--- src/rtl/core/assert_macros.svh ---
// Assertion macros shared by the deque core RTL.
// Depends on nothing; the checks compile to nothing when SYNTH is defined.
`ifndef ASSERT_MACROS_SVH
`define ASSERT_MACROS_SVH

`ifndef SYNTH

// Clocked check, suspended while reset is held.
`define PDQ_ASSERT(lbl, clk, rstn, prop, msg) \
  lbl: assert property (@(posedge clk) disable iff (!rstn) prop) else $error(msg);

// Clocked check that also holds during reset.
`define PDQ_ASSERT_ALWAYS(lbl, clk, prop, msg) \
  lbl: assert property (@(posedge clk) prop) else $error(msg);

`else

`define PDQ_ASSERT(lbl, clk, rstn, prop, msg)
`define PDQ_ASSERT_ALWAYS(lbl, clk, prop, msg)

`endif

`endif

--- src/rtl/core/pdq_pkg.sv ---
// Shared types and constants of the priority deque with timeout eviction.
// Depends on nothing; used by the cell and the core.
`default_nettype none

package pdq_pkg;

  typedef enum logic [1:0] {
    OP_PUSH_TAIL = 2'd0,
    OP_PUSH_HEAD = 2'd1,
    OP_POP_HEAD  = 2'd2,
    OP_TIMEOUT   = 2'd3
  } op_t;

  typedef enum logic [1:0] {
    ST_OK    = 2'd0,
    ST_FULL  = 2'd1,
    ST_EMPTY = 2'd2
  } status_t;

  // Register index of the timeout limit on the configuration port.
  localparam logic REG_TIMEOUT_LIMIT = 1'b0;
  localparam logic [15:0] TIMEOUT_LIMIT_RESET = 16'd2;

  typedef struct packed {
    op_t         opcode;
    logic [15:0] entry_id;
    logic [15:0] arrival_time;
    logic [15:0] now_time;
  } in_t;

  typedef struct packed {
    status_t     status;
    logic        removed_valid;
    logic [15:0] removed_id;
    logic [15:0] removed_arrival;
    logic [4:0]  occupancy;
  } out_t;

  // Command broadcast to every cell of the row.
  typedef struct packed {
    logic fire;
    op_t  op;
    logic full;
    logic empty;
  } cell_cmd_t;

endpackage

`default_nettype wire

--- src/rtl/core/pdq_cell.sv ---
// One slot of the deque: holds a tag and an arrival time and moves them to
// its neighbors. Depends on pdq_pkg.
`default_nettype none

module pdq_cell
  import pdq_pkg::*;
#(
  parameter int TW = 16
) (
  input  wire logic          clk,
  input  wire cell_cmd_t     cmd,
  input  wire logic          valid,
  input  wire logic          is_tail,
  input  wire logic [15:0]   limit,
  input  wire logic [TW-1:0] now,
  input  wire logic [15:0]   new_tag,
  input  wire logic [TW-1:0] new_ts,
  input  wire logic [15:0]   prev_tag,
  input  wire logic [TW-1:0] prev_ts,
  input  wire logic [15:0]   next_tag,
  input  wire logic [TW-1:0] next_ts,
  input  wire logic          hit_in,
  output logic               hit_out,
  output logic               first,
  output logic [15:0]        tag,
  output logic [TW-1:0]      ts
);

  localparam int CMPW = (TW > 16) ? TW : 16;

  logic [15:0]   tag_r, tag_nxt;
  logic [TW-1:0] ts_r, ts_nxt;
  logic [TW-1:0] age;
  logic          expired;

  assign age     = now - ts_r;
  assign expired = valid & (CMPW'(age) > CMPW'(limit));
  assign hit_out = hit_in | expired;
  assign first   = expired & ~hit_in;
  assign tag     = tag_r;
  assign ts      = ts_r;

  always_comb begin
    tag_nxt = tag_r;
    ts_nxt  = ts_r;
    if (cmd.fire) begin
      case (cmd.op)
        OP_PUSH_TAIL: begin
          if (!cmd.full && is_tail) begin
            tag_nxt = new_tag;
            ts_nxt  = new_ts;
          end
        end
        OP_PUSH_HEAD: begin
          if (!cmd.full) begin
            tag_nxt = prev_tag;
            ts_nxt  = prev_ts;
          end
        end
        OP_POP_HEAD: begin
          if (!cmd.empty) begin
            tag_nxt = next_tag;
            ts_nxt  = next_ts;
          end
        end
        OP_TIMEOUT: begin
          // Slots at and behind the first expired entry close the gap.
          if (hit_out) begin
            tag_nxt = next_tag;
            ts_nxt  = next_ts;
          end
        end
        default: begin
          tag_nxt = tag_r;
          ts_nxt  = ts_r;
        end
      endcase
    end
  end

  always_ff @(posedge clk) begin
    tag_r <= tag_nxt;
    ts_r  <= ts_nxt;
  end

endmodule

`default_nettype wire

--- src/rtl/core/priority_deque_with_timeout_core.sv ---
// Top level of the priority deque with timeout eviction: a row of pdq_cell
// slots, the occupancy count, the timeout register and the result register.
// Depends on pdq_pkg, pdq_cell and assert_macros.svh.
//
//   Channel   Direction  Handshake          Payload
//   in_       input      in_valid/in_stall   in_data  (in_t)
//   out_      output     out_valid/out_stall out_data (out_t)
//   config    input      APB psel/penable    paddr, pwdata, prdata
//
// While the input is not stalled, one item is taken per cycle and its result
// appears in the result register on the next cycle. The row of cells does the
// whole update as the item is taken: each slot computes its age and expiry, and
// the first-expired mark ripples down so the slots behind it shift up together.
// Reset clears the occupancy count, the result valid and the timeout limit
// (to 2); the slot contents are not cleared and need no sweep.
// The input is stalled only while a result is held and the output is stalled.
`default_nettype none
`include "assert_macros.svh"

module priority_deque_with_timeout_core
  import pdq_pkg::*;
#(
  parameter int DEPTH      = 16,
  parameter int TIME_WIDTH = 16
) (
  input  wire logic        clk,
  input  wire logic        rst_n,
  input  wire logic        in_valid,
  output logic             in_stall,
  input  wire in_t         in_data,
  output logic             out_valid,
  input  wire logic        out_stall,
  output out_t             out_data,
  input  wire logic        psel,
  input  wire logic        penable,
  input  wire logic        pwrite,
  input  wire logic [2:0]  paddr,
  input  wire logic [31:0] pwdata,
  output logic [31:0]      prdata,
  output logic             pready
);

  localparam int CNT_W = $clog2(DEPTH + 1);
  localparam int TW    = TIME_WIDTH;

  // Configuration register. The register index is the word address.
  logic [15:0] limit_r, limit_nxt;
  logic        cfg_wr;

  assign pready = 1'b1;
  assign cfg_wr = psel & penable & pwrite & pready;

  always_comb begin
    limit_nxt = limit_r;
    if (cfg_wr && (paddr[2] == REG_TIMEOUT_LIMIT)) begin
      limit_nxt = pwdata[15:0];
    end
  end

  assign prdata = (paddr[2] == REG_TIMEOUT_LIMIT) ? {16'd0, limit_r} : 32'd0;

  always_ff @(posedge clk) begin
    if (!rst_n) begin
      limit_r <= TIMEOUT_LIMIT_RESET;
    end else begin
      limit_r <= limit_nxt;
    end
  end

  // Handshake. A transfer on the input is taken whenever the result register
  // is free or is being emptied in the same cycle.
  logic accept;
  logic out_valid_r, out_valid_nxt;
  out_t out_data_r, out_data_nxt;

  assign in_stall  = out_valid_r & out_stall;
  assign accept    = in_valid & ~in_stall;
  assign out_valid = out_valid_r;
  assign out_data  = out_data_r;

  // Command for the row of cells.
  logic [CNT_W-1:0] count_r, count_nxt;
  cell_cmd_t        cmd;
  logic [TW-1:0]    now_t;
  logic [TW-1:0]    new_ts;

  assign cmd.fire  = accept;
  assign cmd.op    = in_data.opcode;
  assign cmd.full  = (count_r == CNT_W'(DEPTH));
  assign cmd.empty = (count_r == '0);
  assign now_t     = TW'(in_data.now_time);
  assign new_ts    = TW'(in_data.arrival_time);

  // The row of cells. Slot 0 is the head; the head takes a pushed-at-head
  // entry from its upstream side and the last slot reloads itself on a shift up.
  logic [15:0]   tag_a [DEPTH];
  logic [TW-1:0] ts_a  [DEPTH];
  logic [DEPTH:0] hit_chain;
  logic [DEPTH-1:0] first_v;

  assign hit_chain[0] = 1'b0;

  for (genvar i = 0; i < DEPTH; i++) begin : g_cell
    logic [15:0]   prev_tag, next_tag;
    logic [TW-1:0] prev_ts, next_ts;

    if (i == 0) begin : g_head
      assign prev_tag = in_data.entry_id;
      assign prev_ts  = new_ts;
    end else begin : g_body
      assign prev_tag = tag_a[i-1];
      assign prev_ts  = ts_a[i-1];
    end

    if (i == DEPTH - 1) begin : g_last
      assign next_tag = tag_a[i];
      assign next_ts  = ts_a[i];
    end else begin : g_mid
      assign next_tag = tag_a[i+1];
      assign next_ts  = ts_a[i+1];
    end

    pdq_cell #(
      .TW (TW)
    ) u_cell (
      .clk      (clk),
      .cmd      (cmd),
      .valid    (CNT_W'(i) < count_r),
      .is_tail  (CNT_W'(i) == count_r),
      .limit    (limit_r),
      .now      (now_t),
      .new_tag  (in_data.entry_id),
      .new_ts   (new_ts),
      .prev_tag (prev_tag),
      .prev_ts  (prev_ts),
      .next_tag (next_tag),
      .next_ts  (next_ts),
      .hit_in   (hit_chain[i]),
      .hit_out  (hit_chain[i+1]),
      .first    (first_v[i]),
      .tag      (tag_a[i]),
      .ts       (ts_a[i])
    );
  end

  // The first expired slot is marked one-hot, so its contents are picked out
  // with an AND-OR select.
  logic [15:0]   exp_tag;
  logic [TW-1:0] exp_ts;

  always_comb begin
    exp_tag = '0;
    exp_ts  = '0;
    for (int k = 0; k < DEPTH; k++) begin
      exp_tag = exp_tag | (tag_a[k] & {16{first_v[k]}});
      exp_ts  = exp_ts  | (ts_a[k]  & {TW{first_v[k]}});
    end
  end

  // Occupancy and the result of the item.
  always_comb begin
    count_nxt                    = count_r;
    out_data_nxt.status          = ST_OK;
    out_data_nxt.removed_valid   = 1'b0;
    out_data_nxt.removed_id      = '0;
    out_data_nxt.removed_arrival = '0;
    case (in_data.opcode)
      OP_PUSH_TAIL, OP_PUSH_HEAD: begin
        if (cmd.full) begin
          out_data_nxt.status = ST_FULL;
        end else begin
          count_nxt = count_r + 1'b1;
        end
      end
      OP_POP_HEAD: begin
        if (cmd.empty) begin
          out_data_nxt.status = ST_EMPTY;
        end else begin
          count_nxt                    = count_r - 1'b1;
          out_data_nxt.removed_valid   = 1'b1;
          out_data_nxt.removed_id      = tag_a[0];
          out_data_nxt.removed_arrival = 16'(ts_a[0]);
        end
      end
      OP_TIMEOUT: begin
        if (hit_chain[DEPTH]) begin
          count_nxt                    = count_r - 1'b1;
          out_data_nxt.removed_valid   = 1'b1;
          out_data_nxt.removed_id      = exp_tag;
          out_data_nxt.removed_arrival = 16'(exp_ts);
        end
      end
      default: begin
        count_nxt = count_r;
      end
    endcase
    out_data_nxt.occupancy = 5'(count_nxt);
    out_valid_nxt          = accept | (out_valid_r & out_stall);
  end

  always_ff @(posedge clk) begin
    if (!rst_n) begin
      count_r     <= '0;
      out_valid_r <= 1'b0;
    end else begin
      out_valid_r <= out_valid_nxt;
      if (accept) begin
        count_r <= count_nxt;
      end
    end
  end

  always_ff @(posedge clk) begin
    if (accept) begin
      out_data_r <= out_data_nxt;
    end
  end

  // Checks on the core's own bookkeeping.
  `PDQ_ASSERT(a_count_bound, clk, rst_n, count_r <= CNT_W'(DEPTH), "occupancy above depth")
  `PDQ_ASSERT(a_first_onehot, clk, rst_n, $onehot0(first_v), "more than one first expired slot")
  `PDQ_ASSERT(a_removed_ok, clk, rst_n, (out_valid_r && out_data_r.removed_valid) |-> (out_data_r.status == ST_OK), "removal reported with error status")
  `PDQ_ASSERT(a_empty_pop, clk, rst_n, (accept && cmd.empty && (in_data.opcode == OP_POP_HEAD)) |=> (count_r == '0), "pop on empty changed occupancy")
  `PDQ_ASSERT(a_hold_idle, clk, rst_n, (!accept && !cfg_wr) |=> ($stable(count_r) && $stable(limit_r)), "state changed without a transfer")

endmodule

`default_nettype wire

--- config.mk ---
export PLATFORM = sky130hd
export DESIGN_NAME = priority_deque_with_timeout_core
export DESIGN_NICKNAME = d
export VERILOG_FILES = /design/src/rtl/core/pdq_pkg.sv /design/src/rtl/core/pdq_cell.sv /design/src/rtl/core/priority_deque_with_timeout_core.sv
export VERILOG_INCLUDE_DIRS = /design/src /design/src/rtl/core
export SDC_FILE = /design/constraint.sdc
export NUM_CORES = 2
export LEC_CHECK = 0
export BUFFER_PORTS_ARGS = -buffer_cell sky130_fd_sc_hd__buf_4
export CAP_MARGIN = 20
export CORE_UTILIZATION = 30
export DETAILED_ROUTE_END_ITERATION = 6
export PLACE_DENSITY = 0.41
export SYNTH_ARGS = -nofsm -noshare
export SYNTH_HDL_FRONTEND = slang
export SYNTH_SLANG_ARGS = --single-unit
--- constraint.sdc ---
create_clock -name clk -period 20 [get_ports clk]
set_clock_uncertainty 0.1 [all_clocks]
set_input_delay 2 -clock clk [delete_from_list [all_inputs] [get_ports clk]]
set_output_delay 2 -clock clk [all_outputs]
set_load 0.02 [all_outputs]
==> Word-level counts from Yosys, hierarchy flattened <==
Index checks and enable logic that the tools add are counted.
{ "classes": {"n_bitwise": 131, "n_mux": 167, "eq_ne": 52, "magnitude_cmp": 32, "addsub": 18, "n_reduce_logical": 38} }
{ "op_table": {"columns": ["op", "n"], "rows": [
  ["16-bit 2-to-1 mux", 125],
  ["16-bit case mux with 4 select lines", 30],
  ["16-bit bitwise AND", 32],
  ["16-bit bitwise OR", 30],
  ["16-bit greater-than comparator", 16],
  ["16-bit subtractor", 16],
  ["5-bit AND reduction", 15],
  ["33-bit 2-to-1 mux", 2],
  ["33-bit case mux with 2 select lines", 1],
  ["16-bit case mux with 2 select lines", 2],
  ["2-bit by 1-bit != test with 1-bit output (second input constant)", 31],
  ["4-bit by 5-bit == test with 1-bit output (first input constant)", 8],
  ["4-bit by 5-bit < comparator with 1-bit output (first input constant)", 8],
  ["1-bit bitwise AND", 35],
  ["3-bit by 5-bit == test with 1-bit output (first input constant)", 4],
  ["3-bit by 5-bit < comparator with 1-bit output (first input constant)", 4],
  ["1-bit NOT", 18],
  ["1-bit logical AND", 17],
  ["1-bit bitwise OR", 16],
  ["5-bit 2-to-1 mux", 3],
  ["5-bit case mux with 3 select lines", 1],
  ["2-bit by 5-bit == test with 1-bit output (first input constant)", 2],
  ["1-bit by 5-bit < comparator with 1-bit output (first input constant)", 2],
  ["2-bit by 5-bit < comparator with 1-bit output (first input constant)", 2],
  ["15 further kinds", 18]
]} }
{ "totals": {"out_inout_bits": 75, "inputBits": 92, "wordCells": 478, "register_bits": 574} }

==> Longest topological paths before layout <==
{ "depth": {"depth_word": 23, "mapped_depth": 26, "ltp_nobuf": 23} }

==> Cells and area by module <==
From an unflattened synthesis, not the netlist that was laid out.
{ "hier_totals": {"cells_unflattened": 5555, "hier_area_um2": 50473.4} }
{ "modules_own_cells": {"columns": ["module", "instances", "seq_area_each_um2", "cells_per_inst", "area_per_inst_um2"], "rows": [
  ["pdq_cell (g_cell[0].u_cell ...)", 11, 960.9, 302, 2762.6],
  ["priority_deque_with_timeout_core", 1, 1641.6, 656, 5861.9],
  ["pdq_cell (g_cell[7].u_cell ...)", 2, 960.9, 317, 2849.0],
  ["pdq_cell (g_cell[6].u_cell)", 1, 960.9, 320, 2910.3],
  ["pdq_cell (g_cell[9].u_cell)", 1, 960.9, 319, 2836.5],
  ["pdq_cell (g_cell[13].u_cell)", 1, 960.9, 304, 2777.7]
]} }

==> Least setup slack after synthesis <==
No wires, ideal clock.
{ "synth_path": {"kind": "input to register", "from": "input in_data[0] (netlist bit)", "to": "register g_cell[7].u_cell.tag_r[0] (enable)", "arrival_ns": 9.097, "setup_time_ns": 0.480, "path_buffers": 2, "cell_stages": 24, "slack_ns": 10.323, "required_time_ns": 19.420, "cell_sequence": "inv_1 ha_1 inv_1 fa_1 a21o_1 a21oi_1 o21bai_1 a21o_1 a21oi_1 o211ai_1 a31o_2 a21oi_1 xnor2_1 ha_1 nand4_1 nor4_1 o21ai_0 and4_1 o221ai_2 or2_1 buf_2 clkbuf_1 nor3_1 a311oi_1"} }
{ "synth_between": {"elab_chain_len": 12, "word_cells_on_any_way": 33, "classes_between": "add/sub: 8; order compare: 8; eq/ne: 1; bitwise: 15; reduce/logical: 1"} }
{ "synth_rtl": {"columns": ["item", "line_no", "text"], "rows": [
  ["start: declaration", "priority_deque_with_timeout_core.sv:30", "input wire in_t in_data,"],
  ["16-bit subtractor", "pdq_cell.sv:36", "assign age = now - ts_r;"],
  ["16-bit greater-than comparator", "pdq_cell.sv:37", "assign expired = valid & (CMPW'(age) > CMPW'(limit));"],
  ["1-bit bitwise AND", "pdq_cell.sv:37", null],
  ["1-bit bitwise OR (6 in series)", "pdq_cell.sv:38", "assign hit_out = hit_in | expired;"],
  ["1-bit bitwise OR *", "pdq_cell.sv:38", null],
  ["2-bit by 1-bit != test with 1-bit output (no source line) *", null, null],
  ["5-bit AND reduction (no source line) *", null, null],
  ["end signal: assignment", "pdq_cell.sv:82", "tag_r <= tag_nxt;"],
  ["end: declaration", "pdq_cell.sv:31", "logic [15:0] tag_r, tag_nxt;"]
]} }
Every way passes the cells marked *; elsewhere a longest branch is shown, timed or not.
A chain may end at the register's enable or synchronous reset.

==> metrics.csv <==
stage;metric;value;unit
outcome;outcome;completed;
synthesis;most common cell in the synthesized netlist;a21oi_1;
clock_tree;Post-CTS Resized;0;
global_route;pin count of the biggest net entering global routing;171;
run;MaxCap Viol Count;0;
layout;share of cells above drive strength 1;9.31;%
floorplan;Die W;400;um
global_route;gr ovfl total;0;
clock_tree;CTS tree;built;
layout;synth-to-layout area growth;12.8;%
global_route;vias in the first global route;41200;
worst_setup_path;Worst Setup Start Kind;input pin;
worst_setup_path;WP data required;20.24;ns
timing;Final Hold Viols;0;
synthesis;mapped cell area;47500;sq um
floorplan;initial core utilization;30.3;%
worst_setup_path;Arr. time, crit path;10.63;ns
pwr;Pwr Density;99.2;nW/um^2
timing;ratio of final minimum period to clock period;52.0;%
clock_tree;clk buf depth;3;
timing;Post-Route Setup TNS;0;ns
timing;RSZ-0062 raised after global routing;no;
drt;Metal-1 WL;98300;um
clock_tree;Num CTS Buffers;77;
synthesis;EDFF count, synth;552;
drt;DR WL met2;102000;um
drt;DR vias/cell;5.80;
pwr;Leakage Power;20.4;nW
synthesis;leading cell types by count after synthesis;716 x a21oi_1, 597 x nand2_1, 552 x edfxtp_1;
synthesis;synth top area cells;edfxtp_1 35%, ha_1 13%, a21oi_1 7.5%, nand2_1 4.7%, o21ai_0 4.3%;
drt;WL final;223000;um
clock_tree;CTS hold repair buffers;0;
drt;router iterations before antenna repair;6;
worst_setup_path;critical path's top delay family;compound AO/OA/AOI/OAI gates;
timing;Worst Tran Pin Value;1.21;ns
drt;routed via count;43500;
worst_setup_path;Worst Setup End Kind;register;
floorplan;Die Span Y;400;um
drt;Antenna Violating Nets Remaining;0;
floorplan;number of I/O pins;167;
synthesis;synthesized area per cell;8.86;sq um
floorplan;die area;160000;sq um
floorplan;core box area;157000;sq um
synthesis;register area share after synthesis;35.8;%
global_route;GRT Util Overall;27.3;%
min_path;Worst Hold Class;register to register;
worst_setup_path;Worst Path Max Fanout;38;
clock_tree;CTS H-tree depth;3;
worst_setup_path;Slowest-stage cell, CP;a32oi_1;
timing;Setup violations, final;0;
floorplan;Rows;145;
synthesis;leading area contributor after synthesis;edfxtp_1;
pwr;worst vdd rail ir drop;0.0000646;V
synthesis;Primary FF master, synth;edfxtp_1;
synthesis;Synth warnings;0;
global_route;global-route wire length before repair;311000;um
layout;NumNets Final;5993;
synthesis;register bit count reported by yosys;574;
synthesis;Post-Synthesis Cells;5368;
clock_tree;post-CTS setup repair buffer count;0;
synthesis;Synth cell types;84;
drt;DRC violations left;0;
layout;final core utilization;34.2;%
synthesis;FFs w/ async S/R, synth;0;%
clock_tree;worst-skew pair later-pin latency;0.72;ns
clock_tree;clk sink count;574;
placed_design;DP Wirelength;153000;um
worst_setup_path;critical path's most frequent cell;buf_4;
drt;drt initial violations;4363;
timing;fmax;96.2;MHz
placed_design;gpl congestion;0.920;
worst_setup_path;WS Path Type;input pin to register;
clock_tree;CTS root buf;clkbuf_16;
drt;met3 wire len;16100;um
timing;Period minus WS final;10.39;ns
layout;post-route cell area;53600;sq um
timing;max-slew violations;0;
synthesis;Yosys top cell area share;34.9;%
placed_design;I/O Buffers;131;
drt;top sig layer;met5;
worst_setup_path;worst path bufs/invs;6;
worst_setup_path;slowest stage delay, CP;0.86;ns
placed_design;Post-DP Area;51000;sq um
timing;headroom to the max-slew limit;18.9;%
global_route;antenna violations before repair;24;
clock_tree;Clock transition at path regs;0.05;ns
drt;Routed WL per cell;29.7;um
[cells in the final DEF (no fill, tap or decap), types with 16 or more instances in the layout]
cell type  instances
nand3_1           96
clkinv_1          21
mux2i_1           21
a221oi_1          68
nor3_1            93
xor2_1            47
o31ai_1           25
mux2_2            68
nand2b_1          24
dfxtp_1           21
nand4_1           88
and3_1            85
buf_4            240
a32oi_1           33
conb_1            17
nand2_1          596
a21o_1            37
and4b_1           18
nor4_1            20
ha_1             501
a2111oi_0         27
or3_1             44
fa_1              16
inv_1            373
o21a_1            36
a211oi_1         223
nor2_1           171
a21boi_0          35
o21bai_1          25
o21ai_0          403
clkbuf_16         77
xnor2_1          148
edfxtp_1         552
a22oi_1           36
o211ai_1          65
a21oi_1          715
nor2b_1           76
[kinds of logic (layout without fill, tap and decap cells)]
family          Yosys count  after routing  synth area share (%)
simple gates           1413           1413                  14.5
fa+ha+maj               517            517                  13.9
compound gates         1877           1877                  24.5
flops                   574            574                  35.8
other cells               2             19                0.0158
buf+inv                 701            761                  5.71
mux                      89             89                  2.05
xor+xnor                195            195                  3.59
[layout make-up]
| cell class | count | area [sq um] |
|---|---|---|
| sequential | 574 | 17000 |
| clock buffer | 93 | 2030 |
| multi-input combinational | 4108 | 28200 |
| tap | 2058 | 2570 |
| antenna | 2 | 5.00 |
| fill | 16400 | 103000 |
| timing repair buffer | 249 | 1940 |
| clock inverter | 45 | 489 |
| inverter | 374 | 1400 |
[stage by stage]
| step | total power (W) | cells | hold WS (ns) | setup slack, ns |
|---|---|---|---|---|
| detailed placement | 0.00385 | 7355 | 0.356 | 9.06 |
| CTS | 0.00531 | 7493 | 0.364 | 9.76 |
| global placement | 0.00384 | 7354 | 0.353 | 9.10 |
| global route | 0.00557 | 7503 | 0.396 | 9.31 |
| finish | 0.00532 | 7503 | 0.361 | 9.61 |
| floorplan | 0.00298 | 5383 | 0.343 | 10.32 |
[worst reg2reg max path: stages (launching register included)]
cell and delay (ns):
edfxtp_1 0.49, ha_1 0.27, fa_1 0.41, nor2b_1 0.14
o21ai_0 0.11, a21boi_0 0.29, o21ai_0 0.15, a21boi_0 0.37
o2111ai_1 0.19, a31oi_1 0.34, o211ai_1 0.16, ha_1 0.33
nand4_1 0.19, or4_1 0.55, nand2_1 0.15, a31o_2 0.12
buf_4 0.65, o221ai_2 0.45, or2_2 0.40, buf_4 0.38
nor4_4 0.69, buf_4 0.62, a221oi_1 0.31, a32oi_1 0.86
[flip-flops by register name (all words and copies together) (netlist names)]
name,flops
g_cell.u_cell.tag,256
g_cell.u_cell.ts,256
out_data,40
limit_r,16
count_r,5
out_valid,1
[path summary, 6_finish.rpt]
kind / slack (ns) / cells past startpoint / from / to
setup / recovery: 9.61 / 26 / in_data[0] / out_data[6]$_DFFE_PP_
hold / removal: 0.36 / 2 / limit_r[15]$_SDFFE_PN0P_ / limit_r[15]$_SDFFE_PN0P_
setup reg to reg: 10.91 / 23 / g_cell[1].u_cell.ts[0]$_DFFE_PP_ / out_data[6]$_DFFE_PP_
hold reg to reg: 0.36 / 2 / limit_r[15]$_SDFFE_PN0P_ / limit_r[15]$_SDFFE_PN0P_
[routing by layer]
metal | GRT usage [%] | up-vias
met5 | 0 | -
met4 | 7.27 | 20
met3 | 5.13 | 293
met2 | 44.3 | 1623
met1 | 37.0 | 21500
li1 | - | 20100
[power breakdown]
part,internal [W],leakage (nW),total [W],switching [W]
combinational,0.000746,13.8,0.00222,0.00147
clock,0.000819,1.22,0.00144,0.000624
sequential,0.00152,5.41,0.00166,0.000139
No activity file was read; power rests on OpenSTA's default activity.
